[config.mk]
export PLATFORM = sky130hd
export DESIGN_NAME = edm_ram
export DESIGN_NICKNAME = d
export VERILOG_FILES = /design/src/hdl/edm_ram.sv
export SDC_FILE = /design/constraint.sdc
export NUM_CORES = 1
export LEC_CHECK = 0
export ABC_CLOCK_PERIOD_IN_PS = 3500
export BUFFER_PORTS_ARGS = -buffer_cell sky130_fd_sc_hd__buf_2
export CORE_MARGIN = 3
export CORE_UTILIZATION = 25
export CTS_CLUSTER_SIZE = 10
export DETAILED_ROUTE_END_ITERATION = 16
export GPL_TIMING_DRIVEN = 1
export PLACE_DENSITY = 0.46
export SYNTH_ARGS = -nofsm -noshare
export SYNTH_HDL_FRONTEND = slang
export SYNTH_SLANG_ARGS = --single-unit
export TNS_END_PERCENT = 50
[constraint.sdc]
create_clock -name i_clk -period 3.5 [get_ports i_clk]
set_clock_uncertainty 0.15 [all_clocks]
set_input_delay 0 -clock i_clk [delete_from_list [all_inputs] [get_ports i_clk]]
set_output_delay 0 -clock i_clk [all_outputs]
set_load 0.03 [all_outputs]
[src/hdl/edm_ram.sv]
// Generic single-write, single-read RAM with registered read data.
// No dependencies.
module edm_ram #(
    parameter int WIDTH = 8,
    parameter int DEPTH = 4
) (
    input  logic                                    i_clk,
    input  logic                                    i_we,
    input  logic [((DEPTH > 1) ? $clog2(DEPTH) : 1)-1:0] i_waddr,
    input  logic [WIDTH-1:0]                        i_wdata,
    input  logic                                    i_re,
    input  logic [((DEPTH > 1) ? $clog2(DEPTH) : 1)-1:0] i_raddr,
    output logic [WIDTH-1:0]                        o_rdata
);

    logic [WIDTH-1:0] r_mem [DEPTH];
    logic [WIDTH-1:0] r_rdata;

    always_ff @(posedge i_clk) begin
        if (i_we) begin
            r_mem[i_waddr] <= i_wdata;
        end
        if (i_re) begin
            r_rdata <= r_mem[i_raddr];
        end
    end

    assign o_rdata = r_rdata;

endmodule

Word level (Yosys, flattened, before mapping)

Memories as Yosys holds them, arrays and structs flattened. A register that Yosys moved wholly into a read port is not among the register bits.
Index checks and enable logic that the tools add are counted.

Register bits after elaboration: 0
Bits in latches: 0
Memory bits (writable): 32
Bits in read-only memories: 0
Bits of input ports: 15
Output and inout port bits: 8
Logic and storage cells: 3
Memories kept: 1

Memories:

| name  | depth | width | rd ports | clocked after memory_dff | write ports | RTL line | source |
|---|---|---|---|---|---|---|---|
| r_mem | 4     | 8     | 1        | 1                        | 1           | 16       | `logic [WIDTH-1:0] r_mem [DEPTH];` |

Add/subtract/negate cells: 0
$mul: 0
Divide/modulo/power cells: 0
Magnitude comparators: 0
Equality and inequality tests: 0
Shift operators: 0
Mux-type cells: 2
Bitwise logic cells: 0
Reductions and logical operators: 0

Operators with widths:

| cell   | count |
|---|---|
| $mux 1 | 2 |

Depth between registers and ports, before layout

Gate-level depths: netlist of run 1.

Depth after elaboration: 2
Mapped depth: 2
Gate-level depth less buffers: 1

Least setup slack after synthesis of run 1

OpenSTA, ideal clock, no wires.

Path type: input -> register
Start point: in i_waddr[0] in the netlist's numbering
End point: mem r_mem[0][0] (enable)
Arrival time: 0.679 ns
Data required time: 2.965 ns
Slack: 2.286 ns
Stages: 1
Path through: nor3b_1

RTL lines:

| what        | RTL line | source |
|---|---|---|
| from (decl) | 9        | `input logic [((DEPTH > 1) ? $clog2(DEPTH) : 1)-1:0] i_waddr,` |
| to (decl)   | 16       |  |

Straight into the memory's write port.

Worst setup path after layout of run 1

Start point: mem r_mem[3][5]
End point: reg r_rdata[5], in the netlist o_rdata[5], read port of r_mem (data pin)

RTL lines:

| what      | RTL line | source |
|---|---|---|
| to (decl) | 17       | `logic [WIDTH-1:0] r_rdata;` |

No word-level cell between the ends.

==> impl_metrics.py, run 1 <==
metrics = {
    "routing": {
        "post_drt_wl_per_cell_um": 14.5,
        "dr.first_iter.drc_count": 39,
        "via_per_inst": 4.02,
        "drt-total-wl_mm": 2.34,
        "drc": 0,
        "ant_nets": 0,
        "dr.pass1.iters": 4,
        "vias": 648,
    },
    "clock_tree": {
        "cts_buffer_depth": 2,
        "clk_root_buffer_cell": "clkbuf_8",
        "cts_buffers": 5,
        "cts.sinks": 40,
        "clock_latency_ps": 280,
        "clk_transition_reported_paths_ps": 70,
        "post-cts-setup-buffers": 0,
        "cts_tree": "done",
        "cts.htree.levels": 2,
    },
    "final_layout": {
        "postLayoutCoreUtil": 0.336,
        "final_common_cell": "edfxtp_1",
        "fin_nets": 106,
        "stdcell_area_mm2": 0.00178,
        "layoutNonFillerInstCount": 161,
        "syn_to_final_growth_pct": 24.9,
        "fill_cells": 514,
        "final_cell_mix": "40 x edfxtp_1, 22 x buf_2, 9 x dlygate4sd3_1",
        "layout-drive-gt1-share": 0.396,
        "diodes": 0,
    },
    "power": {
        "peakVddDrop_uv": 142,
        "p_per_area_mw_per_mm2": 504,
        "totalPowerFinal_uw": 899,
        "p_leak_nw": 0.613,
    },
    "sta": {
        "rsz0062_at_grt": "false",
        "maxSlewViolCount": 0,
        "setup_slack_ps": 2260,
        "holdWs_ps": 77.2,
        "final-hold-violation-count": 0,
        "relSlewSlack": 0.705,
        "finalCritPeriodShare": 0.356,
        "worstMarginPinSlew_ps": 443,
        "clock.fmax_ghz": 0.803,
        "period_needed_ps": 1240,
        "setup_viol": 0,
        "fin_setup_tns_ps": 0,
    },
    "floorplan": {
        "io_pins": 23,
        "die_w_um": 81.6,
        "rows": 26,
        "core_area_mm2": 0.00530,
        "dieHeight_um": 81.6,
        "die_area_mm2": 0.00666,
        "initial_core_util": 0.269,
    },
    "logic_synthesis": {
        "syn_avg_cell_area_um2": 26.5,
        "synth_seq_area_share": 0.841,
        "synthSimpleGateAreaFrac": 0.0219,
        "synth.distinct_cells": 7,
        "synth_area_leaders": "edfxtp_1 84%, mux4_2 13%, and3b_1 1.2%",
        "syn_nets": 69,
        "synth_mux_area_frac": 0.126,
        "postSynthCellCount": 54,
        "yosys_warnings": 0,
        "synth-adder-area-share": 0,
        "synth-compound-area-share": 0,
        "yosys.area.top_type": "edfxtp_1",
        "syn_area_mm2": 0.00143,
        "synth_top_family_by_area": "multiplexers",
        "synthXorXnorAreaFrac": 0,
        "synth_top_area_frac": 0.841,
        "ys_ff_latch": 40,
    },
    "worst_setup_path": {
        "path_cells": "mux4_2",
        "critPathRequiredTime_ps": 3370,
        "path_buf_inv": 0,
        "max_stage_delay_ps": 470,
        "cp_slowest_cell": "mux4_2",
        "crit_fanout": 1,
        "critPathTopFamily": "multiplexers",
        "startpoint_type": "flip-flop",
        "crit_type": "flip-flop to flip-flop",
        "r2r_slack_ps": 2260,
        "worstPathArrival_ps": 1120,
        "crit_path_end_kind": "flip-flop",
    },
    "placed_design": {
        "post_dp_cell_area_mm2": 0.00162,
        "dp.cells": 145,
        "portBuffers": 22,
        "preCtsSetupSlack_ps": 2220,
        "place.gp.congestion": 0.599,
    },
    "run": {
        "cap_viol_max_count": 0,
    },
    "hold_path": {
        "hold_path_class": "input port to flip-flop",
    },
    "global_routing": {
        "grt_pass1_vias": 714,
        "grt_usage": 0.0814,
        "grt_pass1_wl_mm": 3.60,
        "grt_max_degree": 12,
        "antenna_found_initial": 0,
        "overflow": 0,
    },
    "outcome": {
        "outcome": "finished, final reports clean",
    },
}
==> sequential cells by signal, indices dropped and copies added (netlist names) <==
name / cells
o_rdata: 8
r_mem: 32
==> worst paths after layout <==
path	end	from	cells after the start
setup / recovery	o_rdata[5]$_DFFE_PP_	r_mem[3][5]$_DFFE_PP_	1
hold / removal	r_mem[0][6]$_DFFE_PP_	i_waddr[1]	3
setup reg to reg	o_rdata[5]$_DFFE_PP_	r_mem[3][5]$_DFFE_PP_	1
hold reg to reg	o_rdata[6]$_DFFE_PP_	r_mem[0][6]$_DFFE_PP_	1
==> routing by layer <==
| layer | up-vias | track usage | share of wire |
|---|---|---|---|
| met4 | 0 | 0.0598 | 0.020 |
| met2 | 26 | 0.130 | 0.49 |
| met5 | - | 0 | 0 |
| met1 | 314 | 0.0898 | 0.42 |
| met3 | 5 | 0.0274 | 0.071 |
| li1 | 303 | - | - |
==> area by class of cell <==
| type | instances | area [um2] | area share |
|---|---|---|---|
| Clock inverter | 2 | 7.51 | 0.00421 |
| Clock buffer | 5 | 68.8 | 0.0386 |
| Tap cell | 70 | 87.6 | 0.0491 |
| Multi-Input combinational cell | 12 | 211 | 0.119 |
| Sequential cell | 40 | 1200 | 0.673 |
| Timing Repair Buffer | 32 | 208 | 0.116 |
==> timing repair <==
action                                 CTS  global route
hold buffers                             9             0
resized for setup                        0             0
endpoints found under the hold margin   40             0
==> synth_stat cells, drive strengths merged <==
| cell type | count |
|---|---|
| buf | 1 |
| and3 | 1 |
| edfxtp | 40 |
| nor3b | 1 |
| and3b | 2 |
| clkbuf | 1 |
| mux4 | 8 |
==> report_power, final <==
part | switching [mW] | internal, mW | leakage [nW] | total (mW)
sequential | 0.00554 | 0.557 | 0.372 | 0.562
combinational | 0.0395 | 0.0320 | 0.201 | 0.0714
clock | 0.134 | 0.131 | 0.0391 | 0.266
==> kinds of logic after synthesis <==
| family | count (synthesis) |
|---|---|
| muxes | 8 |
| buffers and inverters | 2 |
| and+or+nand+nor | 4 |
| DFF | 40 |
Note: power is estimated with default switching activity, not from simulation.
==> run 2, diff against run 1 <==
- ABC_CLOCK_PERIOD_IN_PS: 3500 -> 1200
- clock period: 3.5 -> 1.2 ns (I/O delays scaled with it)
==> impl_metrics.py, run 2 (synthesized netlist as in run 1, its figures left out) <==
metrics = {
    "outcome": {
        "outcome": "finished with violations",
        "violations": "negative setup slack",
    },
    "final_layout": {
        "layout-drive-gt1-share": 0.442,
        "final_cell_mix": "40 x edfxtp_1, 22 x buf_2, 9 x dlygate4sd3_1",
        "final_common_cell": "edfxtp_1",
        "largest_reg_flops": 32,
        "syn_to_final_growth_pct": 30.0,
        "largest-register": "r_mem",
        "fin_nets": 110,
        "postLayoutCoreUtil": 0.350,
        "layoutNonFillerInstCount": 165,
        "fill_cells": 500,
        "diodes": 0,
    },
    "worst_setup_path": {
        "worstPathArrival_ps": 1120,
        "crit_type": "flip-flop to flip-flop",
        "startpoint_type": "flip-flop",
        "max_stage_delay_ps": 470,
        "crit_end": "o_rdata[3]$_DFFE_PP_",
        "r2r_cells": 1,
        "crit_fanout": 1,
        "cp_num_cells": 1,
        "crit_path_end_kind": "flip-flop",
        "timing.rr.start": "r_mem[0][3]$_DFFE_PP_",
        "r2r_slack_ps": -40,
        "reg2reg_to": "o_rdata[3]$_DFFE_PP_",
        "cp_slowest_cell": "mux4_2",
        "path_buf_inv": 0,
        "path_cells": "mux4_2",
        "critPathRequiredTime_ps": 1070,
        "crit_start": "r_mem[0][3]$_DFFE_PP_",
        "critPathTopFamily": "multiplexers",
    },
    "placed_design": {
        "portBuffers": 22,
        "preCtsSetupSlack_ps": -44.8,
        "place.gp.congestion": 0.615,
        "dp.cells": 149,
    },
    "hold_path": {
        "hold_path_class": "input port to flip-flop",
    },
    "power": {
        "totalPowerFinal_mw": 2.68,
        "p_per_area_mw_per_mm2": 1440,
        "p_leak_nw": 0.648,
        "peakVddDrop_uv": 477,
    },
    "run": {
        "cap_viol_max_count": 0,
    },
    "floorplan": {
        "dieHeight_um": 81.6,
        "core_area_mm2": 0.00530,
        "io_pins": 23,
        "die_w_um": 81.6,
        "die_area_mm2": 0.00666,
        "initial_core_util": 0.269,
        "rows": 26,
    },
    "routing": {
        "dr.first_iter.drc_count": 22,
        "drc": 0,
        "vias": 657,
        "ant_nets": 0,
        "post_drt_wl_per_cell_um": 14.1,
        "dr.pass1.iters": 3,
        "drt-total-wl_mm": 2.33,
        "via_per_inst": 3.98,
    },
    "clock_tree": {
        "cts_tree": "done",
        "cts.sinks": 40,
        "post-cts-setup-buffers": 0,
        "cts_buffer_depth": 2,
        "clk_root_buffer_cell": "clkbuf_8",
        "clock_latency_ps": 290,
        "cts_buffers": 5,
        "cts.htree.levels": 2,
        "clk_transition_reported_paths_ps": 70,
    },
    "global_routing": {
        "grt_usage": 0.0788,
        "overflow": 0,
        "grt_pass1_vias": 655,
        "antenna_found_initial": 0,
        "grt_pass1_wl_mm": 3.46,
        "grt_max_degree": 12,
    },
    "sta": {
        "rsz0062_at_grt": "true",
        "period_needed_ps": 1240,
        "holdWs_ps": 59.4,
        "final-hold-violation-count": 0,
        "setup_slack_ps": -43.4,
        "worstMarginPinSlew_ps": 229,
        "maxSlewViolCount": 0,
        "setup_viol": 8,
        "finalCritPeriodShare": 1.04,
        "relSlewSlack": 0.847,
        "clock.fmax_ghz": 0.804,
    },
}
[run 2: changes by cell type in the layout (fill, tap and decap cells not counted)]
cell | previous run | this run
buf_12 | 0 | 3
buf_4 | 1 | 2
clkbuf_1 | 0 | 1
clkinv_1 | 2 | 0
clkinv_2 | 0 | 1
nor3b_1 | 1 | 0
nor3b_2 | 0 | 1
[run 2: report_power, final]
part           switching [mW]  internal, mW  leakage, nW  total [mW]
registers              0.0147          1.62        0.372        1.64
logic                   0.118         0.112        0.235       0.230
clock network           0.421         0.395       0.0410       0.816
[run 2: repair_timing]
item                                    CTS  global route
endpoints found under the setup margin    8             8
hold buffers                              9             0
resized for setup                         0             0
endpoints found under the hold margin    40             0
[run 2: worst min path at each step]
| stage | end | slack [ps] | cells past startpoint | from |
|---|---|---|---|---|
| floorplan | r_mem[0][0]$_DFFE_PP_ | -50 | 0 | i_wdata[0] |
| global placement | r_mem[2][4]$_DFFE_PP_ | 60 | 1 | i_wdata[4] |
| detailed placement | r_mem[2][2]$_DFFE_PP_ | 70 | 1 | i_wdata[2] |
| CTS | r_mem[0][0]$_DFFE_PP_ | 70 | 3 | i_waddr[1] |
| global route | r_mem[0][5]$_DFFE_PP_ | 70 | 3 | i_waddr[0] |
| finish | r_mem[0][0]$_DFFE_PP_ | 60 | 3 | i_waddr[1] |
[run 2: layer usage]
| metal | GRT usage | share of wire |
|---|---|---|
| met3 | 0.0362 | 0.056 |
| met2 | 0.118 | 0.51 |
| met5 | 0 | 0 |
| met4 | 0.0449 | 0.015 |
| met1 | 0.0932 | 0.42 |
[run 2: layout make-up]
cell class              instances  area [um2]  area share
clock buffers                   6        72.6      0.0391
clock inverters                 1        5.00     0.00269
multi-input cells              12         216       0.116
flip-flops and latches         40        1200       0.646
well taps                      70        87.6      0.0471
repair buffers                 36         275       0.148
[run 2: stage by stage]
step	TNS (ps)	cell area (um2)
floorplan	0	1430
global placement	-58.4	1690
detailed placement	-246	1690
CTS	-304	1860
global route	-479	1860
finish	-257	1860
