[config.mk]
export PLATFORM = sky130hd
export DESIGN_NAME = edm_cmp
export DESIGN_NICKNAME = d
export VERILOG_FILES = /design/src/hdl/edm_pkg.sv /design/src/hdl/edm_cmp.sv
export SDC_FILE = /design/constraint.sdc
export NUM_CORES = 1
export LEC_CHECK = 0
export BUFFER_PORTS_ARGS = -buffer_cell sky130_fd_sc_hd__buf_2
export CAP_MARGIN = 0
export CELL_PAD_IN_SITES_DETAIL_PLACEMENT = 0
export CELL_PAD_IN_SITES_GLOBAL_PLACEMENT = 1
export CORE_MARGIN = 2
export CORE_UTILIZATION = 36
export DETAILED_ROUTE_END_ITERATION = 12
export GPL_ROUTABILITY_DRIVEN = 1
export PLACE_DENSITY_LB_ADDON = 0.1
export SLEW_MARGIN = 20
export SYNTH_ARGS = -nofsm -noshare
export SYNTH_HDL_FRONTEND = slang
export SYNTH_SLANG_ARGS = --single-unit
[constraint.sdc]
create_clock -name vclk -period 7.1
set_clock_uncertainty 0.2 [all_clocks]
set_input_delay 1.775 -clock vclk [all_inputs]
set_output_delay 1.775 -clock vclk [all_outputs]
set_load 0.1 [all_outputs]
[src/hdl/edm_pkg.sv]
// Shared types and constants for the edit-distance-one dictionary match unit.
// No dependencies.
package edm_pkg;

    localparam int unsigned PORT_CHARS_W = 128;
    localparam int unsigned IN_LEN_W     = 5;
    localparam int unsigned OUT_IDX_W    = 6;

    localparam logic FUNC_LOAD  = 1'b0;
    localparam logic FUNC_QUERY = 1'b1;

    typedef enum logic [2:0] {
        S_IDLE,
        S_SCAN,
        S_SUGG_RD,
        S_SUGG_OUT,
        S_FINAL
    } t_state;

    typedef enum logic [1:0] {
        KIND_CORRECT = 2'd0,
        KIND_SUGGEST = 2'd1,
        KIND_NONE    = 2'd2,
        KIND_FULL    = 2'd3
    } t_kind;

    typedef struct packed {
        logic exact;
        logic near;
    } t_cmp_res;

endpackage

[src/hdl/edm_cmp.sv]
// Byte-parallel compare of a query word against one dictionary entry:
// exact match and one substitution, insertion or deletion. Uses edm_pkg.
module edm_cmp #(
    parameter int MAX_BYTES = 16,
    parameter int LEN_W     = 5
) (
    input  logic [MAX_BYTES*8-1:0] i_q_bytes,
    input  logic [LEN_W-1:0]       i_q_len,
    input  logic [MAX_BYTES*8-1:0] i_e_bytes,
    input  logic [LEN_W-1:0]       i_e_len,
    output edm_pkg::t_cmp_res      o_res
);
    import edm_pkg::*;

    logic [MAX_BYTES-1:0]   w_neq;
    logic [MAX_BYTES-1:0]   w_eq1;
    logic [MAX_BYTES-1:0]   w_pre;
    logic [MAX_BYTES-1:0]   w_bad;
    logic [MAX_BYTES*8-1:0] w_s;
    logic [MAX_BYTES*8-1:0] w_l;
    logic [LEN_W-1:0]       w_ls;
    logic [LEN_W:0]         w_ql1;
    logic [LEN_W:0]         w_el1;
    logic                   w_same;
    logic                   w_q_short;
    logic                   w_e_short;
    logic                   w_one_diff;

    assign w_ql1     = {1'b0, i_q_len} + {{LEN_W{1'b0}}, 1'b1};
    assign w_el1     = {1'b0, i_e_len} + {{LEN_W{1'b0}}, 1'b1};
    assign w_same    = (i_q_len == i_e_len);
    assign w_q_short = (w_ql1 == {1'b0, i_e_len});
    assign w_e_short = (w_el1 == {1'b0, i_q_len});

    // shorter word in s, longer in l
    assign w_s  = w_q_short ? i_q_bytes : i_e_bytes;
    assign w_l  = w_q_short ? i_e_bytes : i_q_bytes;
    assign w_ls = w_q_short ? i_q_len : i_e_len;

    for (genvar g = 0; g < MAX_BYTES; g++) begin : g_byte
        assign w_neq[g] = (i_q_bytes[8*g +: 8] != i_e_bytes[8*g +: 8]);
        assign w_pre[g] = |w_neq[g:0];
        if (g < MAX_BYTES - 1) begin : g_shift
            assign w_eq1[g] = (w_s[8*g +: 8] == w_l[8*g+8 +: 8]);
        end else begin : g_edge
            assign w_eq1[g] = 1'b1;
        end
        // past the first mismatch the shorter word must match shifted by one
        assign w_bad[g] = (LEN_W'(g) < w_ls) && !w_eq1[g] && w_pre[g];
    end

    assign w_one_diff = (w_neq != '0) && ((w_neq & (w_neq - MAX_BYTES'(1))) == '0);

    assign o_res.exact = w_same && (w_neq == '0);
    assign o_res.near  = (w_same && w_one_diff) ||
                         ((w_q_short || w_e_short) && (w_bad == '0));

endmodule

After elaboration in Yosys (flattened, before gate mapping)

Cells that the tools add are included.
Widths: inputs -> output; s select.

Order comparisons: 15
Bitwise gates (word level): 1
Add/subtract/negate cells: 3
Shift-type cells: 0
Div/mod/pow operators: 0
Reduce and logical (&&, ||, !) cells: 69
Mux-type cells: 3
Equal/unequal tests: 34
Multiply operators: 0

Operators by type and width:

| kind                  | count |
|---|---|
| $mux 128              | 1 |
| $ne 8x8->1            | 16 |
| $eq 8x8->1            | 15 |
| $mux 120              | 1 |
| $logic_not 16->1      | 3 |
| $lt 4x5->1 const A    | 7 |
| $logic_and 1x1->1     | 34 |
| $lt 3x5->1 const A    | 4 |
| $and 16x16->16        | 1 |
| $reduce_bool 16->1    | 1 |
| $sub 16x1->16 const B | 1 |
| $logic_not 1->1       | 15 |
| $reduce_or 15->1      | 1 |
| $reduce_or 14->1      | 1 |
| $reduce_or 13->1      | 1 |
| $add 5x1->6 const B   | 2 |
| $eq 6x5->1            | 2 |
| $reduce_or 12->1      | 1 |
| $reduce_or 11->1      | 1 |
| $lt 1x5->1 const A    | 2 |
| $lt 2x5->1 const A    | 2 |
| $reduce_or 10->1      | 1 |
| $reduce_or 9->1       | 1 |
| $reduce_or 8->1       | 1 |
| 9 further kinds       | 10 |

Logic and storage cells: 125
Bits in writable memories: 0
Memories: 0
Input bits: 266
Bits in latches: 0
Flip-flop bits (word level): 0
Output and inout bits: 2
Memory bits (read-only): 0

Depth between registers and ports, before layout

Gate-level depths: netlist (run 1).

Word-level depth: 10
Depth in mapped cells: 11
Mapped depth without buffers: 10

Worst setup path before layout (run 1)

OpenSTA, ideal clock, no wires.

Path kind: in2out
Start: in i_q_len[0]
End: out o_res[0] in the netlist's numbering
Slack: 0.577 ns
Stages: 10
Arrival time: 4.548 ns
Path buffers: 0
Data required time: 5.125 ns
Cell sequence: ha_1 > xnor2_1 > nand2_1 > a211o_1 > nor2_4 > mux2_2 > a2111oi_2 > o221ai_1 > a211oi_1 > a21o_1

RTL lines:

| element            | line          | text |
|---|---|---|
| start: declaration | edm_cmp.sv:8  | `input logic [LEN_W-1:0] i_q_len,` |
| end: declaration   | edm_cmp.sv:11 | `output edm_pkg::t_cmp_res o_res` |

==> results of run 1 <==
==> kinds of logic (layout without fill, tap and decap cells) <==
kind of cell | count (synthesis) | after routing | synth area share (%)
adder cells (fa/ha/maj) | 3 | 3 | 0.685
buffers and inverters | 14 | 274 | 1.17
AND/OR/NAND/NOR | 177 | 177 | 20.5
XOR/XNOR | 377 | 377 | 64.7
multiplexers | 6 | 6 | 1.25
AO/OA/AOI/OAI | 84 | 84 | 11.7
==> cell usage after synthesis, types with 2 or more instances <==
master	instances	area [µm²]
nor3_2	2	20.0
inv_1	3	11.3
nor2_1	13	48.8
a211oi_1	5	37.5
xor2_1	275	2410
or3_1	2	12.5
a2111oi_2	2	30.0
a31o_2	2	17.5
o22ai_1	4	25.0
nand4_1	26	163
o2111ai_1	2	17.5
o21a_1	2	15.0
o31ai_1	2	15.0
xnor2_1	101	885
a21oi_1	22	110
nor4_1	70	438
mux2i_1	3	30.0
a22oi_1	7	52.6
and2_1	3	18.8
clkbuf_1	4	15.0
buf_2	6	30.0
o21ai_0	11	55.1
a221oi_1	2	17.5
nand2_1	26	97.6
o211ai_1	3	22.5
nand4_2	2	25.0
nor2b_1	3	18.8
nand3_1	7	35.0
nand2b_1	3	18.8
ha_1	2	25.0
mux2_2	3	33.8
or2_2	2	12.5
a32oi_1	3	26.3
nor3_1	7	35.0
a31oi_1	3	18.8
a2bb2oi_1	2	17.5
==> routing by layer <==
metal,GRT usage [%],up-vias
li1,-,2879
met4,3.48,0
met5,0,-
met1,35.3,2816
met3,1.06,21
met2,45.4,213
==> area by class of cell <==
class,count,area share (%)
inverters,3,0.169
repair buffers,271,20.7
well taps,180,3.38
multi-input cells,647,75.8
==> power breakdown <==
group / switching [µW] / internal [µW] / leakage [µW]
clock: 0 / 0 / 0
combinational: 228 / 181 / 0.00282
sequential: 0 / 0 / 0
total: 228 / 181 / 0.00282
==> metrics by stage <==
step | total power (µW) | setup WS [ns]
5_1_grt | 445 | 0.150
3_5_place_dp | 407 | 0.496
6_report | 410 | 0.457
4_1_cts | 409 | 0.480
3_3_place_gp | 401 | 0.603
2_1_floorplan | 207 | 0.577
==> worst paths after layout <==
kind	end	cells past startpoint	startpoint	slack, ns
max	o_res[0]	11	i_e_bytes[13]	0.46
min	o_res[1]	6	i_q_bytes[124]	4.20
==> summary.md, run 1 <==
| Metric | Value |
|---|---|
| Routed wire length per instance | `approximately 19 µm` |
| Critical Path, Cell by Cell | `buf_2, xor2_1, nor4_1, nand4_2, nor3_4, a22oi_1, a2111oi_2, o221ai_1, a211oi_1, a21o_1, buf_12` |
| Run status | `finished, final reports clean` |
| Critical path's slowest cell | `nor4_1` |
| Fillers | `1,498` |
| Post-DP HPWL | `18.3 mm` |
| Post-CTS resize count | `0` |
| Chip width | `around 120 µm` |
| Slew @ Worst Pin | `between 0.5 and 0.6 ns` |
| Setup_tns | `0 ns` |
| Routed vias | `about 6k` |
| Crit path max-delay family | `simple AND/OR/NAND/NOR gates` |
| Port bufs | `268` |
| DP Cell Count | `1,101` |
| DR vias/cell | `5.39` |
| YS warnings | `0` |
| Worst setup EP type | `output port` |
| Initial core utilization | `36.9%` |
| Die height | `123 µm` |
| Max VDD drop | `29.4 µV` |
| # DRC | `0` |
| Slew HR | `60.8%` |
| Unique cell type count in the Yosys netlist | `62` |
| Vias in the first global route | `roughly 6k` |
| Clkbuf count | `0` |
| Lkg Pwr | `0.00282 µW` |
| DIE AREA | `15,200 µm²` |
| Combined area of the multi-input logic cells | `a little over 5000 µm²` |
| Largest net degree at the start of global routing | `17` |
| Nets@finish | `1,191` |
| Crit path arrival time | `between 4 and 5 ns` |
| Mean Syn Cell Area | `7.74 µm²` |
| DR top layer | `met4` |
| Placed inst area | `~6700 µm²` |
| Leading cell types in the layout, fill and taps excluded | `xor2_1, buf_2, xnor2_1` |
| First-pass DRT Iterations | `6` |
| Crit Path Class | `input port to output port` |
| Routed length on met2 | `9.94 mm` |
| Crit path buffers/inverters | `2` |
| Crit Path Max Fanout | `10` |
| HP Class | `input port to output port` |
| Critical Path Start Type | `input port` |
| Register area share after synthesis | `0%` |
| Layout Utilization | `48.1%` |
| # setup viols final | `0` |
| Share of post-route cells with drive strength above 1 | `a little under a third` |
| GP Congestion | `0.895` |
| Global-route wire length before repair | `31.2 mm` |
| FMAX | `151 MHz` |
| Seq. cell area | `0 µm²` |
| Max-slew violation count | `0` |
| Final WL | `20.7 mm` |
| Hold Vio Cnt, Final | `0` |
| Commonest non-fill, non-tap cell in the layout | `xor2_1` |
| Fin crit period | `6.64 ns` |
| Boundary Pins | `268` |
| Final Cycle Share | `roughly 94%` |
| Critical Path RT | `between 5 and 6 ns` |
| Antenna-violating nets left | `0` |
| Met1 WL | `9.26 mm` |
| Total track usage | `between 20% and 30%` |
| Core Box Area | `13,900 µm²` |
| Setup bufs post-CTS | `0` |
| RSZ-0062 raised after global routing | `false` |
| Diode count | `0` |
| Area Growth Syn to Fin | `30.4%` |
| Antenna violations before repair | `0` |
| CP peak stage delay | `0.55 ns` |
| Design Area, Final | `6670 µm²` |
| Site Rows | `43` |
| Seq cells | `0` |
| Gate count of the mapped netlist | `661` |
| WL met3 | `1.23 mm` |
| Fin cells | `about 1.1k` |
| Cell area after synthesis | `5120 µm²` |
| Pwr/cell area | `~61 nW/µm²` |
| Grt total ovfl | `0` |
| Max-Cap Viols | `0` |
| Syn nets | `929` |
| Hold_ws | `about 4.2 ns` |
| Drt first-iter violations | `about 370` |
| Cts-stage hold buffer count | `0` |
No activity file was read; power rests on OpenSTA's default activity.
==> run 2: changes to the inputs <==
- GPL_TIMING_DRIVEN: unset -> 0
- RECOVER_POWER: unset -> 50
==> run 2 against run 1 <==
  * Via count rose by 1.9%
  * Global-route usage rose by 0.084 points
  * Critical path depth rose by 1
  * Critical endpoint unchanged
  * Core utilization barely moved
  * Final area barely moved
  * Maximum frequency fell by 3.6%
  * Sequential share of layout area did not move
  * First-iteration DRC count rose by 8.9%
  * Power barely moved
  * Combinational power barely moved
==> summary.md, run 2 (synthesized netlist as in run 1, its figures left out) <==
| Metric | Value |
|---|---|
| Crit path buffers/inverters | `2` |
| Power Total | `409 µW` |
| Slew @ Worst Pin | `0.736 ns` |
| Post-DP HPWL | `18.2 mm` |
| Crit Path Class | `input port to output port` |
| Boundary Pins | `268` |
| Largest net degree at the start of global routing | `11` |
| Crit Path Max Fanout | `8` |
| RSZ-0062 raised after global routing | `false` |
| Fillers | `1,459` |
| Run status | `finished, final reports clean` |
| Global-route wire length before repair | `31.5 mm` |
| Critical path depth | `12` |
| CP peak stage delay | `0.44 ns` |
| Site Rows | `43` |
| Hold Vio Cnt, Final | `0` |
| Worst Hold Path Cells | `6` |
| Crit path arrival time | `between 4 and 5 ns` |
| Critical Path, Cell by Cell | `buf_2, ha_1, xnor2_1, nand2_1, a211o_1, nor2_4, mux2_2, a2111oi_2, o221ai_1, a211oi_1, a21o_1, clkbuf_4` |
| HP Class | `input port to output port` |
| Fin crit period | `between 6 and 7 ns` |
| Critical path's slowest cell | `a211o_1` |
| Seq. cell area | `0 µm²` |
| Initial core utilization | `36.9%` |
| Vias in the first global route | `6,104` |
| Total track usage | `approximately 26%` |
| Port bufs | `266` |
| Diode count | `0` |
| Slew HR | `50.8%` |
| Nets@finish | `approximately 1.2k` |
| # setup viols final | `0` |
| Grt total ovfl | `0` |
| GP Congestion | `0.892` |
| Critical Path RT | `5.12 ns` |
| DIE AREA | `15,200 µm²` |
| DP Cell Count | `1,107` |
| Max-Cap Viols | `0` |
| DR vias/cell | `5.46` |
| Worst setup EP type | `output port` |
| Final WL | `~21 mm` |
| Die height | `123 µm` |
| Clkbuf count | `0` |
| Lkg Pwr | `0.00283 µW` |
| Seq cells | `0` |
| Setup_tns | `0 ns` |
| Crit path max-delay family | `compound AO/OA/AOI/OAI gates` |
| Routed vias | `6,041` |
| Max VDD drop | `32.4 µV` |
| Final Cycle Share | `97.0%` |
| Pwr/cell area | `~61 nW/µm²` |
| Fin cells | `1,107` |
| Core Box Area | `13,900 µm²` |
| Hold_ws | `around 4.1 ns` |
| # DRC | `0` |
| Routed wire length per instance | `about 19 µm` |
| Drt first-iter violations | `404` |
| First-pass DRT Iterations | `4` |
| Max-slew violation count | `0` |
| Area Growth Syn to Fin | `30.5%` |
| FMAX | `145 MHz` |
| Layout Utilization | `between 40% and 50%` |
| Leading cell types in the layout, fill and taps excluded | `xor2_1, buf_2, xnor2_1` |
| Chip width | `123 µm` |
| Antenna-violating nets left | `0` |
| Commonest non-fill, non-tap cell in the layout | `xor2_1` |
| Antenna violations before repair | `0` |
| Share of post-route cells with drive strength above 1 | `31.5%` |
| Critical Path Start Type | `input port` |
| Cts-stage hold buffer count | `0` |
==> run 2: power breakdown <==
group	internal (µW)	switching [µW]	total [µW]	leakage (µW)
Clock	0	0	0	0
Combinational	181	228	409	0.00283
Sequential	0	0	0	0
==> run 2: worst min-delay path: cells and delay by family <==
kind / cells / cell delay, ns
buffers and inverters: 2 / 0.39
AND/OR/NAND/NOR: 3 / 0.32
XOR/XNOR: 1 / 0.07
==> run 2: cell type report <==
| cell class | instances | area [µm²] | share of cell area (%) |
|---|---|---|---|
| Buffer | 11 | 48.8 | 0.731 |
| Inverter | 3 | 11.3 | 0.169 |
| Multi-Input combinational cell | 647 | 5060 | 75.7 |
| Tap cell | 180 | 225 | 3.37 |
| Timing Repair Buffer | 266 | 1330 | 20.0 |
==> run 2: worst paths after layout <==
kind / from / to / slack, ns
worst max-delay path: i_q_len[0] / o_res[0] / 0.21
worst min-delay path: i_q_bytes[124] / o_res[1] / 4.14
==> run 2: metal layers <==
layer / vias to the layer above / GRT usage, % / part of all wire [%]
met5: - / 0 / 0
met2: 247 / 45.0 / 48
li1: 2893 / - / -
met3: 24 / 0.876 / 5.7
met1: 2877 / 35.8 / 45
met4: 0 / 3.98 / 1.3
==> run 2: per-stage QoR <==
stage,cell area (µm²),setup WS (ns)
finish,6680,0.211
global route,6680,0.0411
CTS,6670,0.152
detailed placement,6670,0.162
global placement,6670,0.166
floorplan,5120,0.577
==> run 2: timing repair <==
item,in CTS,in global routing
setup buffers,0,0
gates resized for setup,0,1
setup endpoints to repair,0,1
==> run 3: changes to the inputs <==
- BUFFER_PORTS_ARGS: -buffer_cell sky130_fd_sc_hd__buf_2 -> -buffer_cell sky130_fd_sc_hd__clkbuf_2
- MAX_ROUTING_LAYER: unset -> met4
==> run 3 against run 2 <==
  * Maximum frequency increased by 0.11%
  * Via count decreased by 1.1%
  * Critical path type unchanged
  * Count of clock-buffer cells in the layout unchanged
  * Critical path depth unchanged
  * Worst setup slack improved by 0.0077 ns
  * Core utilization about the same
  * Largest cell class unchanged
  * Critical endpoint unchanged
  * Cell count unchanged
  * Non-clock buffer count unchanged
  * Hold slack improved by 0.077 ns
  * Global-route usage increased by 0.80 points
  * Sequential cell count unchanged
==> summary.md, run 3 (synthesized netlist as in run 1, its figures left out) <==
| Metric | Value |
|---|---|
| Run status | `finished, final reports clean` |
| Antenna-violating nets left | `0` |
| Die height | `around 120 µm` |
| Crit path arrival time | `4.91 ns` |
| Max VDD drop | `around 29 µV` |
| # DRC | `0` |
| Total track usage | `26.6%` |
| Critical Path RT | `5.12 ns` |
| Worst setup EP type | `output port` |
| Setup bufs post-CTS | `0` |
| Area Growth Syn to Fin | `30.4%` |
| Vias in the first global route | `6,046` |
| Fin crit period | `6.88 ns` |
| DP Cell Count | `about 1.1k` |
| GP Congestion | `0.899` |
| Routed vias | `5,974` |
| CP peak stage delay | `around 0.44 ns` |
| Port bufs | `around 270` |
| Endpoint, Worst Hold | `o_res[1]` |
| Drt first-iter violations | `370` |
| Core Box Area | `about 14,000 µm²` |
| Place WS | `0.120 ns` |
| DR vias/cell | `5.40` |
| Max-slew violation count | `0` |
| Nets@finish | `1,197` |
| Layout Utilization | `48.1%` |
| Crit Path Class | `input port to output port` |
| Critical Path, Cell by Cell | `clkbuf_2, ha_1, xnor2_1, nand2_1, a211o_1, nor2_4, mux2_2, a2111oi_2, o221ai_1, a211oi_1, a21o_1, clkbuf_4` |
| Pwr/cell area | `a little over 60 nW/µm²` |
| Post-CTS resize count | `0` |
| Chip width | `123 µm` |
| Lkg Pwr | `0.00288 µW` |
| Fillers | `1,459` |
| Grt total ovfl | `0` |
| Final WL | `20.6 mm` |
| Placed inst area | `6670 µm²` |
| Max-Cap Viols | `0` |
| Antenna violations before repair | `0` |
| FMAX | `around 150 MHz` |
| Combined area of the multi-input logic cells | `5050 µm²` |
| Final Cycle Share | `96.9%` |
| Largest net degree at the start of global routing | `11` |
| Fin cells | `1,107` |
| Slew @ Worst Pin | `0.656 ns` |
| First-pass DRT Iterations | `5` |
| Global-route wire length before repair | `31.5 mm` |
| Seq cells | `0` |
| Crit Path Max Fanout | `8` |
| Post-DP HPWL | `18.3 mm` |
| Fin worst setup slack | `0.219 ns` |
| Critical path's slowest cell | `a211o_1` |
| Min-Delay Startpoint | `i_q_bytes[124]` |
| Site Rows | `43` |
| Slew HR | `55.8%` |
| Clkbuf count | `0` |
| Leading cell types in the layout, fill and taps excluded | `xor2_1, clkbuf_2, xnor2_1` |
| DIE AREA | `between 15,000 and 20,000 µm²` |
| Cts-stage hold buffer count | `0` |
| Worst Hold Path Cells | `6` |
| # setup viols final | `0` |
| Setup_tns | `0 ns` |
| Commonest non-fill, non-tap cell in the layout | `xor2_1` |
| Design Area, Final | `about 6700 µm²` |
| Diode count | `0` |
| Critical Path Start Type | `input port` |
| Routed wire length per instance | `18.6 µm` |
| Boundary Pins | `268` |
| Share of post-route cells with drive strength above 1 | `about a third` |
| Seq. cell area | `0 µm²` |
| RSZ-0062 raised after global routing | `false` |
| Initial core utilization | `36.9%` |
| HP Class | `input port to output port` |
| Hold Vio Cnt, Final | `0` |
==> run 3: layout make-up <==
type / count / share of cell area (%)
plain buffers: 11 / 0.731
inverters: 3 / 0.169
multi-input cells: 647 / 75.7
well taps: 180 / 3.38
repair buffers: 266 / 20.0
==> run 3: power breakdown <==
| group | internal [µW] | total (µW) | switching [µW] | leakage (µW) |
|---|---|---|---|---|
| Clock | 0 | 0 | 0 | 0 |
| Combinational | 180 | 406 | 226 | 0.00288 |
| Sequential | 0 | 0 | 0 | 0 |
| Total | 180 | 406 | 226 | 0.00288 |
==> run 3: worst max-delay path by stage <==
stage	depth (start not counted)	from	slack (ns)	to
2_1_floorplan	10	i_q_len[0]	0.58	o_res[0]
3_3_place_gp	12	i_q_len[0]	0.12	o_res[0]
3_5_place_dp	12	i_q_len[0]	0.12	o_res[0]
4_1_cts	12	i_q_len[0]	0.12	o_res[0]
5_1_grt	11	i_e_bytes[53]	0.04	o_res[0]
6_report	12	i_q_len[0]	0.22	o_res[0]
==> run 3: critical path, delay by kind of cell <==
family	cells	cell delay, ns
xor gates and xnor gates	1	0.13
adders and majority gates	1	0.34
buffers and inverters	2	0.48
and+or+nand+nor	2	0.42
AOI/OAI and AO/OA	5	1.33
muxes	1	0.41
==> run 3: metal layers <==
layer | GRT usage, % | vias to the layer above | wire (µm)
met5 | - | - | 0
li1 | - | 2905 | -
met1 | 35.3 | 2817 | 9190
met4 | 3.05 | 0 | 207
met2 | 46.2 | 233 | 9940
met3 | 0.969 | 19 | 1220
==> run 3: per-stage QoR <==
step / total power, µW / hold slack [ns]
global route: 443 / 4.29
floorplan: 207 / 4.00
CTS: 406 / 4.21
finish: 406 / 4.21
detailed placement: 404 / 4.21
global placement: 397 / 4.21
